$ cat config.mk
export PLATFORM = sky130hd
export DESIGN_NAME = red_pixel_mask_centroid
export DESIGN_NICKNAME = d
export VERILOG_FILES = /design/src/rtl/rpmc_pkg.sv /design/src/rtl/rpmc_fifo.sv /design/src/rtl/rpmc_front.sv /design/src/rtl/rpmc_back.sv /design/src/rtl/red_pixel_mask_centroid.sv
export SDC_FILE = /design/constraint.sdc
export NUM_CORES = 1
export LEC_CHECK = 0
export BUFFER_PORTS_ARGS = -buffer_cell sky130_fd_sc_hd__buf_2
export CAP_MARGIN = 20
export CORE_ASPECT_RATIO = 0.5
export CORE_MARGIN = 2
export CORE_UTILIZATION = 30
export CTS_CLUSTER_DIAMETER = 100
export CTS_CLUSTER_SIZE = 24
export DETAILED_ROUTE_END_ITERATION = 8
export PLACE_DENSITY = 0.42
export SYNTH_ARGS = -nofsm -noshare
export SYNTH_HDL_FRONTEND = slang
export SYNTH_SLANG_ARGS = --single-unit
$ cat constraint.sdc
create_clock -name clk -period 8.7 [get_ports clk]
set_input_delay 1.305 -clock clk [delete_from_list [all_inputs] [get_ports clk]]
set_output_delay 1.305 -clock clk [all_outputs]
set_load 0.005 [all_outputs]
$ cat src/rtl/rpmc_pkg.sv
// Shared types and constants for the red pixel mask and centroid block.
package rpmc_pkg;

    // Field widths fixed by the pixel and result formats
    localparam int PIX_W      = 8;
    localparam int RATIO_W    = 8;
    localparam int SIZE_W     = 11;
    localparam int COUNT_W    = 21;
    localparam int SUM_W      = 30;
    localparam int CENT_W     = 10;

    // Threshold compare: (red+1) >= (ratio+1) * (blue+green+2)
    localparam int NUM_W      = PIX_W + 1;
    localparam int DEN_W      = PIX_W + 2;
    localparam int PROD_W     = NUM_W + DEN_W;

    // Restoring divider for the centroid
    localparam int REM_W      = COUNT_W + 1;
    localparam int DIV_STEPS  = SUM_W;
    localparam int STEP_W     = $clog2(DIV_STEPS);

    // Queue between classifier and divider
    localparam int FIFO_DEPTH = 4;
    localparam int FIFO_PTR_W = $clog2(FIFO_DEPTH);
    localparam int FIFO_CNT_W = FIFO_PTR_W + 1;

    // Register file
    localparam int APB_ADDR_W = 4;
    localparam int APB_DATA_W = 32;

    localparam logic [RATIO_W-1:0] RATIO_RST = 8'd10;
    localparam logic [SIZE_W-1:0]  COLS_RST  = 11'd640;
    localparam logic [SIZE_W-1:0]  ROWS_RST  = 11'd480;

    typedef enum logic [1:0] {
        REG_RED_RATIO  = 2'd0,
        REG_FRAME_COLS = 2'd1,
        REG_FRAME_ROWS = 2'd2
    } reg_idx_t;

    // Live configuration seen by the classifier
    typedef struct packed {
        logic [RATIO_W-1:0] red_ratio;
        logic [SIZE_W-1:0]  frame_cols;
        logic [SIZE_W-1:0]  frame_rows;
    } cfg_t;

    // One classified pixel with the frame totals that include it
    typedef struct packed {
        logic               mask;
        logic               frame_end;
        logic [COUNT_W-1:0] count;
        logic [SUM_W-1:0]   col_sum;
        logic [SUM_W-1:0]   row_sum;
    } item_t;

endpackage

$ cat src/rtl/rpmc_fifo.sv
// Small register queue between the pixel classifier and the centroid divider.
module rpmc_fifo
(
    input  logic                clk,
    input  logic                rst_n,
    input  logic                push,
    input  rpmc_pkg::item_t     push_data,
    output logic                full,
    input  logic                pop,
    output logic                not_empty,
    output rpmc_pkg::item_t     pop_data
);

    rpmc_pkg::item_t                      mem_reg [rpmc_pkg::FIFO_DEPTH];
    logic [rpmc_pkg::FIFO_PTR_W-1:0]      wr_ptr_reg;
    logic [rpmc_pkg::FIFO_PTR_W-1:0]      rd_ptr_reg;
    logic [rpmc_pkg::FIFO_CNT_W-1:0]      count_reg;

    assign full      = (count_reg == rpmc_pkg::FIFO_CNT_W'(rpmc_pkg::FIFO_DEPTH));
    assign not_empty = (count_reg != '0);
    assign pop_data  = mem_reg[rd_ptr_reg];

    // Storage, no reset needed
    always_ff @(posedge clk)
    begin
        if (push)
        begin
            mem_reg[wr_ptr_reg] <= push_data;
        end
    end

    // Pointers and fill count
    always_ff @(posedge clk or negedge rst_n)
    begin
        if (!rst_n)
        begin
            wr_ptr_reg <= '0;
            rd_ptr_reg <= '0;
            count_reg  <= '0;
        end
        else
        begin
            if (push)
            begin
                wr_ptr_reg <= wr_ptr_reg + 1'b1;
            end
            if (pop)
            begin
                rd_ptr_reg <= rd_ptr_reg + 1'b1;
            end
            if (push && !pop)
            begin
                count_reg <= count_reg + 1'b1;
            end
            else if (pop && !push)
            begin
                count_reg <= count_reg - 1'b1;
            end
        end
    end

endmodule

$ cat src/rtl/rpmc_front.sv
// Pixel classifier: red threshold, raster position tracking and frame sums.
module rpmc_front
#(
    parameter int MAX_COLS = 1024,
    parameter int MAX_ROWS = 1024
)
(
    input  logic                          clk,
    input  logic                          rst_n,
    input  rpmc_pkg::cfg_t                cfg,
    input  logic                          pix_valid,
    output logic                          pix_stall,
    input  logic [rpmc_pkg::PIX_W-1:0]    blue,
    input  logic [rpmc_pkg::PIX_W-1:0]    green,
    input  logic [rpmc_pkg::PIX_W-1:0]    red,
    output logic                          push,
    output rpmc_pkg::item_t               push_data,
    input  logic                          fifo_full
);

    localparam int COL_W  = $clog2(MAX_COLS);
    localparam int ROW_W  = $clog2(MAX_ROWS);
    localparam int CSZ_W  = (COL_W + 1 > rpmc_pkg::SIZE_W) ? COL_W + 1 : rpmc_pkg::SIZE_W;
    localparam int RSZ_W  = (ROW_W + 1 > rpmc_pkg::SIZE_W) ? ROW_W + 1 : rpmc_pkg::SIZE_W;

    logic [COL_W-1:0]              col_pos_reg;
    logic [ROW_W-1:0]              row_pos_reg;
    logic [rpmc_pkg::COUNT_W-1:0]  total_reg;
    logic [rpmc_pkg::SUM_W-1:0]    col_sum_reg;
    logic [rpmc_pkg::SUM_W-1:0]    row_sum_reg;

    logic [CSZ_W-1:0]              cols_cfg;
    logic [CSZ_W-1:0]              cols_eff;
    logic [RSZ_W-1:0]              rows_cfg;
    logic [RSZ_W-1:0]              rows_eff;
    logic                          row_last;
    logic                          frame_last;

    logic [rpmc_pkg::NUM_W-1:0]    num;
    logic [rpmc_pkg::NUM_W-1:0]    thr;
    logic [rpmc_pkg::DEN_W-1:0]    den;
    logic [rpmc_pkg::PROD_W-1:0]   prod;
    logic                          is_red;

    logic [rpmc_pkg::COUNT_W-1:0]  total_next;
    logic [rpmc_pkg::SUM_W-1:0]    col_sum_next;
    logic [rpmc_pkg::SUM_W-1:0]    row_sum_next;

    assign pix_stall = fifo_full;
    assign push      = pix_valid && !pix_stall;

    // Clamp frame size: zero counts as one, above the maximum as the maximum
    always_comb
    begin
        cols_cfg = CSZ_W'(cfg.frame_cols);
        rows_cfg = RSZ_W'(cfg.frame_rows);
        if (cols_cfg == '0)
            cols_eff = CSZ_W'(1);
        else if (cols_cfg > CSZ_W'(MAX_COLS))
            cols_eff = CSZ_W'(MAX_COLS);
        else
            cols_eff = cols_cfg;
        if (rows_cfg == '0)
            rows_eff = RSZ_W'(1);
        else if (rows_cfg > RSZ_W'(MAX_ROWS))
            rows_eff = RSZ_W'(MAX_ROWS);
        else
            rows_eff = rows_cfg;
    end

    // Row and frame end detection
    assign row_last   = (CSZ_W'(col_pos_reg) + CSZ_W'(1)) >= cols_eff;
    assign frame_last = row_last && ((RSZ_W'(row_pos_reg) + RSZ_W'(1)) >= rows_eff);

    // Quotient floor((r+1)/(b+g+2)) > ratio, done as a multiply and compare
    assign num    = rpmc_pkg::NUM_W'(red) + rpmc_pkg::NUM_W'(1);
    assign thr    = rpmc_pkg::NUM_W'(cfg.red_ratio) + rpmc_pkg::NUM_W'(1);
    assign den    = rpmc_pkg::DEN_W'(blue) + rpmc_pkg::DEN_W'(green) + rpmc_pkg::DEN_W'(2);
    assign prod   = rpmc_pkg::PROD_W'(thr) * rpmc_pkg::PROD_W'(den);
    assign is_red = rpmc_pkg::PROD_W'(num) >= prod;

    // Running totals including this pixel
    always_comb
    begin
        total_next   = total_reg;
        col_sum_next = col_sum_reg;
        row_sum_next = row_sum_reg;
        if (is_red)
        begin
            total_next   = total_reg + 1'b1;
            col_sum_next = col_sum_reg + rpmc_pkg::SUM_W'(col_pos_reg);
            row_sum_next = row_sum_reg + rpmc_pkg::SUM_W'(row_pos_reg);
        end
    end

    always_comb
    begin
        push_data.mask      = is_red;
        push_data.frame_end = frame_last;
        push_data.count     = total_next;
        push_data.col_sum   = col_sum_next;
        push_data.row_sum   = row_sum_next;
    end

    // Position and accumulator state
    always_ff @(posedge clk or negedge rst_n)
    begin
        if (!rst_n)
        begin
            col_pos_reg <= '0;
            row_pos_reg <= '0;
            total_reg   <= '0;
            col_sum_reg <= '0;
            row_sum_reg <= '0;
        end
        else if (push)
        begin
            if (frame_last)
            begin
                col_pos_reg <= '0;
                row_pos_reg <= '0;
                total_reg   <= '0;
                col_sum_reg <= '0;
                row_sum_reg <= '0;
            end
            else
            begin
                total_reg   <= total_next;
                col_sum_reg <= col_sum_next;
                row_sum_reg <= row_sum_next;
                if (row_last)
                begin
                    col_pos_reg <= '0;
                    row_pos_reg <= row_pos_reg + 1'b1;
                end
                else
                begin
                    col_pos_reg <= col_pos_reg + 1'b1;
                end
            end
        end
    end

endmodule

$ cat src/rtl/rpmc_back.sv
// Result stage: centroid divider and output register.
module rpmc_back
(
    input  logic                            clk,
    input  logic                            rst_n,
    input  logic                            fifo_valid,
    input  rpmc_pkg::item_t                 fifo_data,
    output logic                            pop,
    output logic                            res_valid,
    input  logic                            res_stall,
    output logic                            mask_white,
    output logic                            frame_end,
    output logic                            found,
    output logic [rpmc_pkg::COUNT_W-1:0]    red_count,
    output logic [rpmc_pkg::CENT_W-1:0]     centroid_col,
    output logic [rpmc_pkg::CENT_W-1:0]     centroid_row
);

    typedef enum logic [1:0] {
        ST_IDLE,
        ST_DIV,
        ST_HOLD
    } state_t;

    state_t                          state_reg;
    logic [rpmc_pkg::STEP_W-1:0]     step_reg;
    logic [rpmc_pkg::COUNT_W-1:0]    divisor_reg;
    logic [rpmc_pkg::SUM_W-1:0]      quo_col_reg;
    logic [rpmc_pkg::SUM_W-1:0]      quo_row_reg;
    logic [rpmc_pkg::REM_W-1:0]      rem_col_reg;
    logic [rpmc_pkg::REM_W-1:0]      rem_row_reg;
    logic                            mask_hold_reg;

    logic                            res_valid_reg;
    logic                            mask_white_reg;
    logic                            frame_end_reg;
    logic                            found_reg;
    logic [rpmc_pkg::COUNT_W-1:0]    red_count_reg;
    logic [rpmc_pkg::CENT_W-1:0]     centroid_col_reg;
    logic [rpmc_pkg::CENT_W-1:0]     centroid_row_reg;

    logic                            out_free;
    logic                            need_div;
    logic                            load_out;
    logic [rpmc_pkg::REM_W-1:0]      rem_col_next;
    logic [rpmc_pkg::REM_W-1:0]      rem_row_next;
    logic [rpmc_pkg::SUM_W-1:0]      quo_col_next;
    logic [rpmc_pkg::SUM_W-1:0]      quo_row_next;

    // One restoring step: shift in the next dividend bit, subtract if it fits
    function automatic logic [rpmc_pkg::REM_W+rpmc_pkg::SUM_W-1:0] div_step
    (
        input logic [rpmc_pkg::REM_W-1:0]   rem,
        input logic [rpmc_pkg::SUM_W-1:0]   quo,
        input logic [rpmc_pkg::COUNT_W-1:0] divisor
    );
        logic [rpmc_pkg::REM_W-1:0] shifted;
        logic [rpmc_pkg::REM_W-1:0] dext;
        logic                       fits;
        shifted = {rem[rpmc_pkg::REM_W-2:0], quo[rpmc_pkg::SUM_W-1]};
        dext    = rpmc_pkg::REM_W'(divisor);
        fits    = shifted >= dext;
        return {(fits ? shifted - dext : shifted), quo[rpmc_pkg::SUM_W-2:0], fits};
    endfunction

    assign {rem_col_next, quo_col_next} = div_step(rem_col_reg, quo_col_reg, divisor_reg);
    assign {rem_row_next, quo_row_next} = div_step(rem_row_reg, quo_row_reg, divisor_reg);

    assign out_free = !res_valid_reg || !res_stall;
    assign need_div = fifo_data.frame_end && (fifo_data.count != '0);

    // Output register takes a new transaction this cycle
    assign load_out = ((state_reg == ST_IDLE) && fifo_valid && !need_div && out_free)
                   || ((state_reg == ST_HOLD) && out_free);

    // Dequeue when idle: divide entries go straight in, others need a free output
    always_comb
    begin
        pop = 1'b0;
        if (state_reg == ST_IDLE && fifo_valid)
        begin
            pop = need_div || out_free;
        end
    end

    // Sequencer, divider and output register
    always_ff @(posedge clk or negedge rst_n)
    begin
        if (!rst_n)
        begin
            state_reg        <= ST_IDLE;
            step_reg         <= '0;
            divisor_reg      <= '0;
            quo_col_reg      <= '0;
            quo_row_reg      <= '0;
            rem_col_reg      <= '0;
            rem_row_reg      <= '0;
            mask_hold_reg    <= 1'b0;
            res_valid_reg    <= 1'b0;
            mask_white_reg   <= 1'b0;
            frame_end_reg    <= 1'b0;
            found_reg        <= 1'b0;
            red_count_reg    <= '0;
            centroid_col_reg <= '0;
            centroid_row_reg <= '0;
        end
        else
        begin
            if (load_out)
            begin
                res_valid_reg <= 1'b1;
            end
            else if (res_valid_reg && !res_stall)
            begin
                res_valid_reg <= 1'b0;
            end
            unique case (state_reg)
                ST_IDLE:
                begin
                    if (fifo_valid && need_div)
                    begin
                        divisor_reg   <= fifo_data.count;
                        quo_col_reg   <= fifo_data.col_sum;
                        quo_row_reg   <= fifo_data.row_sum;
                        rem_col_reg   <= '0;
                        rem_row_reg   <= '0;
                        mask_hold_reg <= fifo_data.mask;
                        step_reg      <= '0;
                        state_reg     <= ST_DIV;
                    end
                    else if (fifo_valid && out_free)
                    begin
                        mask_white_reg   <= fifo_data.mask;
                        frame_end_reg    <= fifo_data.frame_end;
                        found_reg        <= 1'b0;
                        red_count_reg    <= '0;
                        centroid_col_reg <= '0;
                        centroid_row_reg <= '0;
                    end
                end
                ST_DIV:
                begin
                    rem_col_reg <= rem_col_next;
                    rem_row_reg <= rem_row_next;
                    quo_col_reg <= quo_col_next;
                    quo_row_reg <= quo_row_next;
                    step_reg    <= step_reg + 1'b1;
                    if (step_reg == rpmc_pkg::STEP_W'(rpmc_pkg::DIV_STEPS - 1))
                    begin
                        state_reg <= ST_HOLD;
                    end
                end
                ST_HOLD:
                begin
                    if (out_free)
                    begin
                        mask_white_reg   <= mask_hold_reg;
                        frame_end_reg    <= 1'b1;
                        found_reg        <= 1'b1;
                        red_count_reg    <= divisor_reg;
                        centroid_col_reg <= quo_col_reg[rpmc_pkg::CENT_W-1:0];
                        centroid_row_reg <= quo_row_reg[rpmc_pkg::CENT_W-1:0];
                        state_reg        <= ST_IDLE;
                    end
                end
                default:
                begin
                    state_reg <= ST_IDLE;
                end
            endcase
        end
    end

    assign res_valid    = res_valid_reg;
    assign mask_white   = mask_white_reg;
    assign frame_end    = frame_end_reg;
    assign found        = found_reg;
    assign red_count    = red_count_reg;
    assign centroid_col = centroid_col_reg;
    assign centroid_row = centroid_row_reg;

endmodule

$ cat src/rtl/red_pixel_mask_centroid.sv
// Red pixel mask and centroid: register file and top-level wiring.
// Path: a pixel's result passes through the queue and then the output register before it is offered;
// the last pixel of a frame with red pixels also waits for the 30-step centroid divider.
// Throughput: one pixel per cycle while pix_stall is low; such a frame end holds the result stage
// while it divides, the four-entry queue takes four more pixels and then the input stalls until
// an entry is popped.
// Reset (rst_n, async low): positions and sums clear, registers load 10 / 640 / 480.
module red_pixel_mask_centroid
#(
    parameter int MAX_COLS = 1024,
    parameter int MAX_ROWS = 1024
)
(
    input  logic                                clk,
    input  logic                                rst_n,
    // APB configuration port
    input  logic                                psel,
    input  logic                                penable,
    input  logic                                pwrite,
    input  logic [rpmc_pkg::APB_ADDR_W-1:0]     paddr,
    input  logic [rpmc_pkg::APB_DATA_W-1:0]     pwdata,
    output logic [rpmc_pkg::APB_DATA_W-1:0]     prdata,
    output logic                                pready,
    // Pixel channel
    input  logic                                pix_valid,
    output logic                                pix_stall,
    input  logic [rpmc_pkg::PIX_W-1:0]          blue,
    input  logic [rpmc_pkg::PIX_W-1:0]          green,
    input  logic [rpmc_pkg::PIX_W-1:0]          red,
    // Result channel
    output logic                                res_valid,
    input  logic                                res_stall,
    output logic                                mask_white,
    output logic                                frame_end,
    output logic                                found,
    output logic [rpmc_pkg::COUNT_W-1:0]        red_count,
    output logic [rpmc_pkg::CENT_W-1:0]         centroid_col,
    output logic [rpmc_pkg::CENT_W-1:0]         centroid_row
);

    logic [rpmc_pkg::RATIO_W-1:0]   red_ratio_reg;
    logic [rpmc_pkg::SIZE_W-1:0]    frame_cols_reg;
    logic [rpmc_pkg::SIZE_W-1:0]    frame_rows_reg;
    rpmc_pkg::reg_idx_t             reg_idx;
    logic                           cfg_wr;
    rpmc_pkg::cfg_t                 cfg;

    logic                           push;
    rpmc_pkg::item_t                push_data;
    logic                           fifo_full;
    logic                           pop;
    logic                           fifo_valid;
    rpmc_pkg::item_t                fifo_data;

    assign pready  = 1'b1;
    assign reg_idx = rpmc_pkg::reg_idx_t'(paddr[3:2]);
    assign cfg_wr  = psel && penable && pwrite && pready;

    // Register writes
    always_ff @(posedge clk or negedge rst_n)
    begin
        if (!rst_n)
        begin
            red_ratio_reg  <= rpmc_pkg::RATIO_RST;
            frame_cols_reg <= rpmc_pkg::COLS_RST;
            frame_rows_reg <= rpmc_pkg::ROWS_RST;
        end
        else if (cfg_wr)
        begin
            unique case (reg_idx)
                rpmc_pkg::REG_RED_RATIO:  red_ratio_reg  <= pwdata[rpmc_pkg::RATIO_W-1:0];
                rpmc_pkg::REG_FRAME_COLS: frame_cols_reg <= pwdata[rpmc_pkg::SIZE_W-1:0];
                rpmc_pkg::REG_FRAME_ROWS: frame_rows_reg <= pwdata[rpmc_pkg::SIZE_W-1:0];
                default: ;
            endcase
        end
    end

    // Register reads
    always_comb
    begin
        unique case (reg_idx)
            rpmc_pkg::REG_RED_RATIO:  prdata = rpmc_pkg::APB_DATA_W'(red_ratio_reg);
            rpmc_pkg::REG_FRAME_COLS: prdata = rpmc_pkg::APB_DATA_W'(frame_cols_reg);
            rpmc_pkg::REG_FRAME_ROWS: prdata = rpmc_pkg::APB_DATA_W'(frame_rows_reg);
            default:                  prdata = '0;
        endcase
    end

    always_comb
    begin
        cfg.red_ratio  = red_ratio_reg;
        cfg.frame_cols = frame_cols_reg;
        cfg.frame_rows = frame_rows_reg;
    end

    rpmc_front
    #(
        .MAX_COLS (MAX_COLS),
        .MAX_ROWS (MAX_ROWS)
    )
    u_front
    (
        .clk       (clk),
        .rst_n     (rst_n),
        .cfg       (cfg),
        .pix_valid (pix_valid),
        .pix_stall (pix_stall),
        .blue      (blue),
        .green     (green),
        .red       (red),
        .push      (push),
        .push_data (push_data),
        .fifo_full (fifo_full)
    );

    rpmc_fifo u_fifo
    (
        .clk       (clk),
        .rst_n     (rst_n),
        .push      (push),
        .push_data (push_data),
        .full      (fifo_full),
        .pop       (pop),
        .not_empty (fifo_valid),
        .pop_data  (fifo_data)
    );

    rpmc_back u_back
    (
        .clk          (clk),
        .rst_n        (rst_n),
        .fifo_valid   (fifo_valid),
        .fifo_data    (fifo_data),
        .pop          (pop),
        .res_valid    (res_valid),
        .res_stall    (res_stall),
        .mask_white   (mask_white),
        .frame_end    (frame_end),
        .found        (found),
        .red_count    (red_count),
        .centroid_col (centroid_col),
        .centroid_row (centroid_row)
    );

endmodule

==> results.tsv <==
metric	value	unit
count of pins over their slew limit	0	
ys flop type	edfxtp_1	
Initial Util	0.3017	
Crit path max-delay family	adder cells	
CP endpoint kind	flip-flop	
Detailed Place HPWL	62.07	mm
CP max FO	6	
clk sink count	646	
Slowest cell on crit path	fa_1	
status	completed	
post-synth top area cell	edfxtp_1	
Die Height	244.5	µm
Antenna Nets Post-Route	0	
vias post-DR	23380	
worst path bufs/invs	9	
Routed WL	91.81	mm
Arrival @ worst endpoint	8.82	ns
routed vias/inst	4.990	
crit path kind	in -> reg	
die area	0.1186	mm²
CP required	9.08	ns
top cells by count, synth	332 x edfxtp_1, 306 x dfrtp_1, 283 x nand2_1, 209 x o21ai_0, 155 x nor2_1	
Ports	146	
grt met2 use	0.2394	
CTS max path bufs	3	
initial DRC count	1373	
clk_skew	0.02891	ns
largest cells by area after synthesis	edfxtp_1 29%, dfrtp_1 22%, ha_1 5.5%	
Worst setup SP type	input port	
First-pass DRT Iterations	5	
area grow syn2layout	13.74	%
GP Congestion	0.7875	
wire per inst	19.60	µm
max-cap viol count	0	
CP peak stage delay	0.53	ns
global-route wire length before repair	143.2	mm
Synth cell types	81	
Cells after Synth	2965	
Lkg Pwr	15.89	nW
worst skew pair latency	0.66	ns
Hold WS	0.4864	ns
total grt overflow	0	
max frequency	0.1186	GHz
H-tree depth	1	
Rel. slew slack	0.3198	
CORE AREA	0.1151	mm²
Yosys top cell area share	0.2872	
nets@finish	3415	
period utilisation layout	0.9692	
Post-route DRC	0	
fraction of layout cells with a size suffix above 1	0.1819	
M3 GR Usage	0.01362	
Worst-Margin Slew	1.016	ns
final hold vios	0	
final setup violation count	0	
GRT Max-Usage Layer	met2	
CTS tree	built	
GRT Util Overall	0.1528	
Ys Warns	0	
Peak VDD IR	435.5	µV
buffers added on ports	100	
met1 Track Usage GR	0.2345	
placed insts	4622	
min cycle time layout	8.432	ns
die extent in x	485.0	µm
CTS Hold Buffers Added	0	
n_diodes	0	
EDFF count, synth	332	
asr flop ratio synth	0.4861	
CTS clk-pin slew, worst paths	0.10	ns
Finished Layout Cells	4685	
PD cells	388.4	mW/mm²
number of global-route vias before repair	23330	
top-count cell post-synth	edfxtp_1	
Syn Std Cell Area	0.03471	mm²
syn_area_per_cell	11.71	µm²
Num CTS Buffers	31	
max FFs per register	332	
clk root buf	clkbuf_16	
worst hold-check path type	reg -> reg	
largest net degree at the start of global routing	141	
initial antenna violation count	3	
post-synthesis sequential area ratio	0.5139	
row count	88	
flops & latches, synth	646	
-- per-layer routing --
metal,up-vias,share of wire
met5,-,0.00014
met4,2,0.011
met3,59,0.028
met2,333,0.44
met1,11830,0.52
li1,11150,-
-- worst paths after layout --
| path | from | to | slack (ns) | depth (start not counted) |
|---|---|---|---|---|
| worst max-delay path | blue[0] | u_fifo.mem_reg[3][28] | 0.27 | 35 |
| worst min-delay path | u_fifo.count_reg[2] | u_fifo.count_reg[2] | 0.49 | 1 |
| worst max register to register | red_ratio_reg[0] | u_fifo.mem_reg[3][28] | 1.12 | 26 |
| worst min register to register | u_fifo.count_reg[2] | u_fifo.count_reg[2] | 0.49 | 1 |
| max in group asynchronous | rst_n | u_back.quo_row_reg[14] | 6.81 | 2 |
| min in group asynchronous | rst_n | u_back.red_count[8] | 0.58 | 1 |
-- area by class of cell --
type                            count  area (µm²)
Inverter                          147       551.8
Clock buffer                       53       878.3
Fill cell                       11380       75580
Sequential cell                   646       17840
Tap cell                         1530        1914
Multi-Input combinational cell   2026       16270
Timing Repair Buffer              280        1983
Clock inverter                      3       41.29
-- logic make-up (layout without fill, tap and decap cells) --
family,count (synthesis),after routing,synth area share
AND/OR/NAND/NOR,837,837,0.1192
buffers and inverters,313,483,0.03745
XOR/XNOR,165,165,0.04164
multiplexers,153,153,0.07512
other,2,22,0.0002164
AO/OA/AOI/OAI,633,633,0.1210
flip-flops,646,646,0.5139
adder cells (fa/ha/maj),216,216,0.09149
-- report_power, final --
group / total, mW / switching [mW] / leakage, nW / internal [mW]
clock network: 1.74 / 1.03 / 0.438 / 0.700
logic: 8.96 / 4.92 / 8.53 / 4.04
registers: 4.64 / 0.620 / 6.93 / 4.02
total: 15.3 / 6.58 / 15.9 / 8.76
-- stage by stage --
stage                     area (µm²)  setup TNS [ns]    util  setup slack (ns)  total power, mW
after detailed placement       38190         -148.67  0.3319           -0.6776            13.52
after global routing           39480         -0.4139  0.3431          -0.04373            16.71
after CTS                      39110               0  0.3399           0.02767            15.31
after global placement         38190         -126.72  0.3319           -0.6309            13.46
after floorplan                35040               0       -           0.01392            10.66
final                          39480               0  0.3431            0.2678            15.34
-- cells in the final DEF, fill, tap and decap left out, types with 20 or more instances in the layout --
master     instances
a21o_1            33
a21oi_1           91
a221o_1           49
a22o_1            60
a31oi_1           37
and3_1            29
buf_2            100
buf_4            167
clkbuf_1          20
clkbuf_16         31
conb_1            22
dfrtp_1          304
edfxtp_1         332
fa_1              61
ha_1             145
inv_1            145
mux2_2            30
mux2i_1           40
mux4_2            83
nand2_1          280
nand2b_1          27
nand3_1           84
nand4_1           26
nor2_1           149
nor2b_1           73
nor3_1            26
o21ai_0          205
o31ai_1           32
or2_2             25
xnor2_1           82
xor2_1            54
-- what timing repair did --
item / 4_1_cts / 5_1_grt
setup endpoints to repair: 0 / 299
resized for setup: 0 / 60
setup buffers: 0 / 6
(Power assumes the default switching activity.)
